[src/rtl/pta_pkg.sv]
`timescale 1ns / 1ps
`default_nettype none

package pta_pkg;

    localparam int LOG_FRAC   = 24;
    localparam int LAYERS     = 7;
    localparam int QDEPTH     = 4;
    localparam int ALT_W      = 25;
    localparam int H_W        = 40;

    localparam logic signed [H_W-1:0] ALT_MIN_CM = -40'sd100000;
    localparam logic signed [H_W-1:0] ALT_MAX_CM = 40'sd11000000;
    localparam logic [2:0]            TOP_LAYER  = 3'd6;

    // Reference pressures of each layer in Q.8 pascals.
    localparam longint unsigned REF_P_Q8 [0:LAYERS-1] =
        '{64'd25939200, 64'd5793818, 64'd1401572, 64'd222213,
          64'd28393, 64'd17137, 64'd1014};
    localparam longint BASE_CM [0:LAYERS-1] =
        '{64'sd0, 64'sd1100000, 64'sd2000000, 64'sd3200000,
          64'sd4700000, 64'sd5100000, 64'sd7100000};
    localparam bit ISO_LAYER [0:LAYERS-1] = '{1'b0, 1'b1, 1'b0, 1'b0, 1'b1, 1'b0, 1'b0};
    localparam longint ISO_K [0:LAYERS-1] =
        '{64'sd0, 64'sd439575, 64'sd0, 64'sd0, 64'sd549139, 64'sd0, 64'sd0};
    localparam longint POW_C [0:LAYERS-1] =
        '{64'sd3192141, 64'sd0, -64'sd491099, -64'sd1375076,
          64'sd0, 64'sd1375076, 64'sd982197};
    localparam longint POW_D [0:LAYERS-1] =
        '{-64'sd4433077, 64'sd0, 64'sd21665000, 64'sd8166071,
          64'sd0, -64'sd9666071, -64'sd10732500};

    typedef struct packed {
        logic [2:0] layer;
        logic       bad;
    } meta_t;

    typedef struct packed {
        logic [30:0] m;
        logic [4:0]  top;
        meta_t       meta;
    } item_t;

    typedef struct packed {
        meta_t                  meta;
        logic signed [H_W-1:0]  h_iso;
    } side_t;

    // log2 in Q.24 by repeated squaring; evaluated only at elaboration.
    function automatic longint log2_q24(longint unsigned v);
        int unsigned     top;
        longint unsigned m;
        longint          frac;
        top  = 0;
        frac = 0;
        while (top < 63 && (v >> (top + 1)) != 0)
            top++;
        m = (top <= 30) ? (v << (30 - top)) : (v >> (top - 30));
        for (int i = 0; i < LOG_FRAC; i++)
        begin
            m = (m * m) >> 30;
            frac = frac << 1;
            if (m >= (64'd2 << 30))
            begin
                m = m >> 1;
                frac = frac | 64'sd1;
            end
        end
        return longint'(top) * (64'sd1 << LOG_FRAC) + frac;
    endfunction

    function automatic longint unsigned isqrt64(longint unsigned v);
        longint unsigned r;
        longint unsigned b;
        longint unsigned x;
        r = 0;
        x = v;
        b = 64'd1 << 62;
        while (b > x)
            b = b >> 2;
        while (b != 0)
        begin
            if (x >= r + b)
            begin
                x = x - (r + b);
                r = (r >> 1) + b;
            end
            else
            begin
                r = r >> 1;
            end
            b = b >> 2;
        end
        return r;
    endfunction

    // 2^(2^-k) in Q1.30, each entry the floor square root of the previous one.
    function automatic longint unsigned exp_tab(int k);
        longint unsigned t;
        t = 64'd2 << 30;
        for (int j = 1; j <= k; j++)
            t = isqrt64(t << 30);
        return t;
    endfunction

endpackage

`default_nettype wire

[src/rtl/pta_front.sv]
`timescale 1ns / 1ps
`default_nettype none

module pta_front #(
    parameter int PRESSURE_FRAC_BITS = 8
) (
    input  wire logic [24:0]    pressure_q8,
    output pta_pkg::item_t      item
);

    logic [2:0]  layer_cnt;
    logic [4:0]  top;
    logic [47:0] p_scaled;

    assign p_scaled = 48'(pressure_q8) << 8;

    // A pressure at or below a layer's reference pressure belongs to that layer or above.
    always_comb
    begin
        layer_cnt = 3'd0;
        for (int b = 1; b < pta_pkg::LAYERS; b++)
        begin
            if (p_scaled <= (48'(pta_pkg::REF_P_Q8[b]) << PRESSURE_FRAC_BITS))
                layer_cnt = layer_cnt + 3'd1;
        end
    end

    always_comb
    begin
        top = 5'd0;
        for (int i = 0; i < 25; i++)
        begin
            if (pressure_q8[i])
                top = 5'(i);
        end
    end

    always_comb
    begin
        item.m          = 31'({6'b0, pressure_q8} << (5'd30 - top));
        item.top        = top;
        item.meta.layer = layer_cnt;
        item.meta.bad   = (pressure_q8 == 25'd0);
    end

endmodule

`default_nettype wire

[config.mk]
export PLATFORM = sky130hd
export DESIGN_NAME = pta_front
export DESIGN_NICKNAME = d
export VERILOG_FILES = /design/src/rtl/pta_pkg.sv /design/src/rtl/pta_front.sv
export SDC_FILE = /design/constraint.sdc
export NUM_CORES = 1
export LEC_CHECK = 0
export BUFFER_PORTS_ARGS = -buffer_cell sky130_fd_sc_hd__buf_2
export CORE_MARGIN = 3
export CORE_UTILIZATION = 45
export DETAILED_ROUTE_END_ITERATION = 6
export PLACE_DENSITY_LB_ADDON = 0.1
export REMOVE_ABC_BUFFERS = 1
export SYNTH_ARGS = -nofsm -noshare
export SYNTH_HDL_FRONTEND = slang
export SYNTH_SLANG_ARGS = --single-unit
[constraint.sdc]
create_clock -name vclk -period 3.9
set_clock_uncertainty 0.1 [all_clocks]
set_input_delay 0.195 -clock vclk [all_inputs]
set_output_delay 0.195 -clock vclk [all_outputs]
set_load 0.05 [all_outputs]
==> qor.txt <==
Slew @ Worst Pin - 638.6 ps
multi-input logic area - 2744 sq um
Die W - 84.25 microns
pins over their slew limit - 0
Total GRT Usage - 29.61%
first-pass GRT wire length - 17640 microns
Rel. slew slack - 57.21%
Via Count - 3821
share of layout cells above drive strength 1 - 43.57%
Mapped Area - 2755 sq um
Top Ports - 65
CP peak stage delay - 290 ps
final setup vio count - 1
Hold Path Depth - 5
Area Overhead vs Synth - 43.28%
Residual DRC - 0
Gate power share - 100.0%
crit path cell chain - buf_6 -> nor3_2 -> nor2_1 -> o21ai_1 -> a21oi_1 -> o21ai_1 -> nand2_1 -> a21oi_1 -> o21a_1 -> inv_1 -> ha_4 -> xor2_2 -> inv_1 -> ha_1 -> mux2_4 -> ha_4 -> mux2_4 -> ha_4 -> nand2_2 -> xnor2_2 -> xnor2_2 -> buf_6
Max-cap violations - 0
WL/cell - 19.05 microns
Post-Route WL - 11300 microns
commonest non-fill, non-tap cell in the layout - buf_4
Diodes inserted - 0
number of detailed-route iterations in the first pass - 5
row count - 27
clock power share - 0%
FFs & Latches - 0
nets - 554
highest clock rate - 254.8 MHz
Pleak - 1.763 nW
Buffers on Ports - 65
crit path time final - 3924 ps
part of the Yosys area used for sequential elements - 0%
CP startpoint kind - primary input
CP Class - in -> out
Final period util - 100.6%
Max IR drop VDD - 0.0002361 V
cell-internal power - 0.3215 mW
most frequent CP cell - ha_4
Post-Layout Cell Count - 593
DR vias/cell - 6.444
Final Util - 69.14%
Synth Instances - 409
worst hold endpoint - item[5]
Placeable Area - 5709 sq um
synth unique cells - 76
Total Power - 0.9298 mW
Post-DRT Antenna Nets - 0
largest net degree at the start of global routing - 29
Mean Syn Cell Area - 6.736 sq um
worst hold start - pressure_q8[24]
initial antenna violation count - 0
crit path max fanout - 2
switching power - 0.6083 mW
filler cell count - 519
die height - 84.25 microns
run status - finished, violations left
final hold vios - 0
Starting Density - 48.26%
GRT overflow - 0
CP Capture Type - output port
Sequential Power Share - 0%
unrepaired setup endpoints after global routing - true
Buf/Inv on CP - 4
Worst EP arrival - 3630 ps
GPL Wtd Cong - 0.9557
placed cell count - 585
Detailed Place HPWL - 8723 microns
synthesis warning total - 0
failing checks - negative setup slack
Reg area - 0 sq um
vias in the first global route - 3467
Die ar. - 7097 sq um
clkbuf count - 0
hold crit path type - in -> out
Sw Share - 65.43%
PnR worst setup slack - -24.07 ps
commonest non-fill, non-tap cells in the layout - buf_4, buf_2, nand2_1
CP delay by family, top - adder cells
worst path required time - 3610 ps
Power Dens Cells - 235.5 nW/um^2
Critical-path top delay cell - mux2_4
Initial DRC Count - 447
-- synthesized netlist by cell type, drive strengths merged (7+ instances only) --
| master | count | area [sq um] |
|---|---|---|
| buf | 26 | 170.2 |
| a21oi | 21 | 105.1 |
| nor2 | 42 | 157.7 |
| nand3 | 22 | 110.1 |
| a31oi | 9 | 62.56 |
| nand2 | 42 | 160.2 |
| mux2i | 32 | 320.3 |
| xnor2 | 7 | 87.59 |
| inv | 18 | 67.56 |
| mux2 | 8 | 90.09 |
| nor3 | 11 | 55.05 |
| o21ai | 36 | 187.7 |
| clkbuf | 14 | 56.31 |
| nor4 | 11 | 138.9 |
| o21a | 8 | 61.31 |
-- worst max path at each step --
stage,from,endpoint,slack (ps),cells after the start
4_1_cts,pressure_q8[4],item[3],-30,22
3_5_place_dp,pressure_q8[7],item[3],-420,20
5_1_grt,pressure_q8[3],item[3],-150,22
6_report,pressure_q8[4],item[3],-20,22
2_1_floorplan,pressure_q8[20],item[17],-800,12
3_3_place_gp,pressure_q8[16],item[3],-290,17
-- power by group through the flow --
stage	registers, mW	clock network, mW	logic [mW]
final	0	0	0.930
after global routing	0	0	0.986
after CTS	0	0	0.893
after detailed placement	0	0	0.867
after global placement	0	0	0.861
after floorplan	0	0	0.586
-- cell families after synthesis --
| group | count (synthesis) | synth area share [%] |
|---|---|---|
| mux | 42 | 16.53 |
| simple gates | 161 | 30.70 |
| fa+ha+maj | 6 | 2.725 |
| compound gates | 131 | 34.24 |
| xor+xnor | 11 | 5.132 |
| buf+inv | 58 | 10.67 |
-- layer usage --
| layer | GRT usage (%) | up-vias | share of wire (%) | wire [microns] |
|---|---|---|---|---|
| li1 | - | 1751 | - | - |
| met1 | 41.99 | 1833 | 43 | 4851 |
| met2 | 50.14 | 208 | 47 | 5305 |
| met3 | 2.061 | 29 | 7.8 | 886 |
| met4 | 3.947 | 0 | 2.2 | 253 |
| met5 | 0 | - | 0 | 0 |
-- layout make-up --
type                       instances  share of cell area [%]
multi-input combinational        351                   69.51
tap                               72                   2.282
timing repair buffer             152                   26.43
inverter                          18                   1.775
-- timing repair --
action                                 in CTS  in global routing
resized for setup                          34                 30
buffers inserted                            3                  5
endpoints found under the hold margin       0                  0
pin swaps                                  14                 21
hold buffers                                0                  0
setup endpoints to repair                  18                 27
-- stage by stage --
stage | instance area [sq um] | setup slack, ps | TNS [ps] | hold WS, ps
after floorplan | 2529 | -800.8 | -8274 | 474.7
after global placement | 3550 | -289.1 | -906.4 | 959.7
after detailed placement | 3550 | -419.0 | -1578 | 966.0
after CTS | 3757 | -26.72 | -26.72 | 971.4
after global routing | 3948 | -153.8 | -266.9 | 1003
final | 3948 | -24.07 | -24.07 | 969.1
(Power assumes the default switching activity.)
