$ cat src/rtl/pta_pkg.sv
`timescale 1ns / 1ps
`default_nettype none

package pta_pkg;

    localparam int LOG_FRAC   = 24;
    localparam int LAYERS     = 7;
    localparam int QDEPTH     = 4;
    localparam int ALT_W      = 25;
    localparam int H_W        = 40;

    localparam logic signed [H_W-1:0] ALT_MIN_CM = -40'sd100000;
    localparam logic signed [H_W-1:0] ALT_MAX_CM = 40'sd11000000;
    localparam logic [2:0]            TOP_LAYER  = 3'd6;

    // Reference pressures of each layer in Q.8 pascals.
    localparam longint unsigned REF_P_Q8 [0:LAYERS-1] =
        '{64'd25939200, 64'd5793818, 64'd1401572, 64'd222213,
          64'd28393, 64'd17137, 64'd1014};
    localparam longint BASE_CM [0:LAYERS-1] =
        '{64'sd0, 64'sd1100000, 64'sd2000000, 64'sd3200000,
          64'sd4700000, 64'sd5100000, 64'sd7100000};
    localparam bit ISO_LAYER [0:LAYERS-1] = '{1'b0, 1'b1, 1'b0, 1'b0, 1'b1, 1'b0, 1'b0};
    localparam longint ISO_K [0:LAYERS-1] =
        '{64'sd0, 64'sd439575, 64'sd0, 64'sd0, 64'sd549139, 64'sd0, 64'sd0};
    localparam longint POW_C [0:LAYERS-1] =
        '{64'sd3192141, 64'sd0, -64'sd491099, -64'sd1375076,
          64'sd0, 64'sd1375076, 64'sd982197};
    localparam longint POW_D [0:LAYERS-1] =
        '{-64'sd4433077, 64'sd0, 64'sd21665000, 64'sd8166071,
          64'sd0, -64'sd9666071, -64'sd10732500};

    typedef struct packed {
        logic [2:0] layer;
        logic       bad;
    } meta_t;

    typedef struct packed {
        logic [30:0] m;
        logic [4:0]  top;
        meta_t       meta;
    } item_t;

    typedef struct packed {
        meta_t                  meta;
        logic signed [H_W-1:0]  h_iso;
    } side_t;

    // log2 in Q.24 by repeated squaring; evaluated only at elaboration.
    function automatic longint log2_q24(longint unsigned v);
        int unsigned     top;
        longint unsigned m;
        longint          frac;
        top  = 0;
        frac = 0;
        while (top < 63 && (v >> (top + 1)) != 0)
            top++;
        m = (top <= 30) ? (v << (30 - top)) : (v >> (top - 30));
        for (int i = 0; i < LOG_FRAC; i++)
        begin
            m = (m * m) >> 30;
            frac = frac << 1;
            if (m >= (64'd2 << 30))
            begin
                m = m >> 1;
                frac = frac | 64'sd1;
            end
        end
        return longint'(top) * (64'sd1 << LOG_FRAC) + frac;
    endfunction

    function automatic longint unsigned isqrt64(longint unsigned v);
        longint unsigned r;
        longint unsigned b;
        longint unsigned x;
        r = 0;
        x = v;
        b = 64'd1 << 62;
        while (b > x)
            b = b >> 2;
        while (b != 0)
        begin
            if (x >= r + b)
            begin
                x = x - (r + b);
                r = (r >> 1) + b;
            end
            else
            begin
                r = r >> 1;
            end
            b = b >> 2;
        end
        return r;
    endfunction

    // 2^(2^-k) in Q1.30, each entry the floor square root of the previous one.
    function automatic longint unsigned exp_tab(int k);
        longint unsigned t;
        t = 64'd2 << 30;
        for (int j = 1; j <= k; j++)
            t = isqrt64(t << 30);
        return t;
    endfunction

endpackage

`default_nettype wire

$ cat src/rtl/pta_queue.sv
`timescale 1ns / 1ps
`default_nettype none

module pta_queue (
    input  wire logic           clk,
    input  wire logic           rst_n,
    input  wire logic           push,
    input  pta_pkg::item_t      push_item,
    input  wire logic           pop,
    output pta_pkg::item_t      head_item,
    output logic                empty,
    output logic                full
);

    localparam int PW = $clog2(pta_pkg::QDEPTH);
    localparam int CW = $clog2(pta_pkg::QDEPTH + 1);

    pta_pkg::item_t mem [pta_pkg::QDEPTH];
    logic [PW-1:0]  wr_ptr_reg;
    logic [PW-1:0]  rd_ptr_reg;
    logic [CW-1:0]  count_reg;
    logic [CW-1:0]  count_next;

    assign empty     = (count_reg == '0);
    assign full      = (count_reg == CW'(pta_pkg::QDEPTH));
    assign head_item = mem[rd_ptr_reg];

    always_comb
    begin
        count_next = count_reg;
        if (push && !pop)
            count_next = count_reg + 1'b1;
        else if (!push && pop)
            count_next = count_reg - 1'b1;
    end

    always_ff @(posedge clk or negedge rst_n)
    begin
        if (!rst_n)
        begin
            wr_ptr_reg <= '0;
            rd_ptr_reg <= '0;
            count_reg  <= '0;
        end
        else
        begin
            if (push)
                wr_ptr_reg <= wr_ptr_reg + 1'b1;
            if (pop)
                rd_ptr_reg <= rd_ptr_reg + 1'b1;
            count_reg <= count_next;
        end
    end

    always_ff @(posedge clk)
    begin
        if (push)
            mem[wr_ptr_reg] <= push_item;
    end

endmodule

`default_nettype wire

$ cat config.mk
export PLATFORM = sky130hd
export DESIGN_NAME = pta_queue
export DESIGN_NICKNAME = d
export VERILOG_FILES = /design/src/rtl/pta_pkg.sv /design/src/rtl/pta_queue.sv
export SDC_FILE = /design/constraint.sdc
export NUM_CORES = 1
export LEC_CHECK = 0
export BUFFER_PORTS_ARGS = -buffer_cell sky130_fd_sc_hd__buf_2
export CORE_AREA = 2 2 135 111
export DETAILED_ROUTE_END_ITERATION = 10
export DIE_AREA = 0 0 137 113
export MAX_ROUTING_LAYER = met4
export PLACE_DENSITY = 0.65
export SLEW_MARGIN = 10
export SYNTH_ARGS = -nofsm -noshare
export SYNTH_HDL_FRONTEND = slang
export SYNTH_SLANG_ARGS = --single-unit
export TNS_END_PERCENT = 50
$ cat constraint.sdc
create_clock -name clk -period 2.4 [get_ports clk]
set_clock_uncertainty 0.1 [all_clocks]
set_input_delay 0.12 -clock clk [delete_from_list [all_inputs] [get_ports clk]]
set_output_delay 0.12 -clock clk [all_outputs]
set_load 0.005 [all_outputs]
==> reports/qor.yml <==
logic_synthesis:
  ys_warn_count: 0
  synth_nets: 294
  seq_area_frac_synth_pct: 80.1
  synthTopCellsByArea: "edfxtp_1, mux4_2, dfrtp_1"
  yosysTopAreaCell: "edfxtp_1"
  yosys.area.top_type_share_pct: 77.3
  synth_edf_count: 160
  synth_flop_cell: "edfxtp_1"
  synth.avg_cell_area_um2: 25.5
  async_flop_share_pct: 4.19
  yosysUniqueCellTypes: 20
  synthCells: 244
  synth-seq-cells: 167
  synth_area_um2: 6220
sta:
  worst_pin_slew_ns: 0.533
  finalSetupViolCount: 0
  hold_violations: 0
  fmaxAchievable_mhz: 468
  rsz0062_at_grt: "no"
  max_slew_margin_pct: 64.5
  fin_crit_ns: 2.14
  tns_ns: 0
  min_period_over_period_pct: 89.0
  layout_setup_ws_ns: 0.263
  slew_viol_final: 0
cts:
  postCtsSetupBuffers: 0
  cts_root_buffer: "clkbuf_16"
  insertion_delay_ns: 0.42
  h-tree-depth: 4
  cts_made_buffers: 17
  cts_tree: "done"
  clockBufferDepth: 2
  path_clk_slew_ns: 0.07
  clkSinkCount: 167
worst_setup_path:
  crit_chain: "buf_4, mux4_1, buf_2"
  setup.worst_path.start: "rd_ptr_reg[0]"
  reg2reg_depth: 4
  cp_max_fo: 19
  crit_slowest_cell: "mux4_1"
  end_kind: "output pin"
  crit_type: "reg -> out"
  cp.arrival_ns: 1.92
  endpoint: "head_item[35]"
  rr_startpoint: "wr_ptr_reg[0]"
  slowest_delay_ns: 0.60
  cp_data_required_time_ns: 2.18
  r2r_slack_ns: 0.75
  start_kind: "flop"
  timing.rr.end: "mem[0][4]"
floorplanning:
  ioPinCount: 86
  die_area_um2: 15500
  die_w_um: 137
  core-area_um2: 14100
  rows: 39
  initial_core_util_pct: 44.2
  die_y_um: 113
routing:
  firstDrtPassIters: 4
  post-route-drc-count: 0
  via_per_inst: 5.04
  ant_nets: 0
  routed_wl_um: 11300
  drt_iter0_drc: 174
  wl_per_cell_um: 19.1
  vias: 2978
cells_and_area:
  regArea_um2: 4980
  final_common_cell: "edfxtp_1"
  final_util_pct: 56.0
  num-fill-cells: 1089
  final_cells: 591
  multi_input_area_um2: 1110
  stdcell_area_um2: 7880
  drive_gt1_share_pct: 42.1
  final_nets: 444
  largest_reg_flops: 160
  final_cell_mix: "edfxtp_1, buf_2, dlygate4sd3_1"
  syn_to_final_growth_pct: 26.6
outcome:
  outcome: "finished clean"
global_route:
  grt_start_max_net_pins: 28
  grt_pass1_wl_um: 17300
  grt.overflow.total: 0
  track_usage_pct: 16.2
  antenna_found_initial: 1
  first_global_vias: 3232
place:
  portBuffers: 85
  dp_slack_ns: 0.671
  placedCellCount: 515
  dpl-instance-area_um2: 6880
  finalWeightedCongestion: 0.669
  hpwl_um: 6700
pwr:
  max-vdd-ir-drop_mv: 0.640
  powerDensity_nw_per_um2: 1140
  power_leakage_nw: 2.79
min_path:
  min_path_type: "in -> reg"
job:
  cap_violations: 0
==> how the worst min path moves through the flow <==
stage,startpoint,to,slack (ns),cells after the start
global placement,rst_n,count_reg[2],-0.13,1
CTS,push_item[21],mem[3][21],0.32,2
detailed placement,rst_n,count_reg[2],-0.13,1
global route,push_item[15],mem[2][15],0.33,2
floorplan,rst_n,count_reg[0],-0.28,0
finish,push_item[21],mem[3][21],0.34,2
==> cell type report <==
type                       instances  share of cell area (%)
sequential                       167                    63.3
multi-input combinational         63                    14.1
timing repair buffer             141                    12.5
clock buffer                      17                    5.40
tap                              184                    2.92
clock inverter                    14                    1.59
inverter                           4                   0.191
antenna                            1                  0.0318
==> worst max-delay path: cells and delay by family (launching register included) <==
| kind | cells | cell delay (ns) |
|---|---|---|
| buf+inv | 2 | 0.50 |
| flops | 1 | 0.38 |
| mux | 1 | 0.60 |
==> what timing repair did <==
item                                   4_1_cts  5_1_grt
endpoints found under the hold margin      171        0
resized for setup                            0        0
hold buffers                                44        0
setup endpoints to repair                    0        0
==> per-layer routing <==
| metal | wire length (um) | up-vias | global-route usage (%) |
|---|---|---|---|
| li1 | - | 1333 | - |
| met5 | 0 | - | - |
| met3 | 673 | 14 | 5.69 |
| met2 | 5650 | 90 | 26.4 |
| met4 | 127 | 0 | 5.15 |
| met1 | 4820 | 1541 | 19.1 |
==> logic make-up after synthesis <==
family / after synthesis / synth area share (%)
muxes: 41 / 14.8
adders and majority gates: 6 / 1.33
DFF: 167 / 80.1
xor gates and xnor gates: 6 / 0.845
AOI/OAI and AO/OA: 1 / 0.0804
and+or+nand+nor: 9 / 0.785
buffers and inverters: 14 / 2.09
==> synthesized netlist by cell type (2+ instances only) <==
master	number
and2_1	4
buf_12	4
buf_2	4
dfrtp_1	7
edfxtp_1	160
ha_1	5
inv_1	4
mux4_1	2
mux4_2	38
nand2_1	2
xnor2_1	2
xor2_1	4
==> stage by stage <==
stage          hold slack (ns)  power (W)
2_1_floorplan           -0.276    0.00563
3_3_place_gp            -0.128    0.00649
3_5_place_dp            -0.129    0.00654
4_1_cts                  0.325    0.00911
5_1_grt                  0.332    0.00945
6_report                 0.341    0.00899
==> report_power, final <==
part | internal (W) | switching (W) | total [W] | leakage, nW
Combinational | 0.00126 | 0.00115 | 0.00242 | 0.968
Sequential | 0.00382 | 0.000223 | 0.00404 | 1.55
Clock | 0.00143 | 0.00110 | 0.00253 | 0.269
Total | 0.00651 | 0.00248 | 0.00899 | 2.79
(Power assumes the default switching activity.)
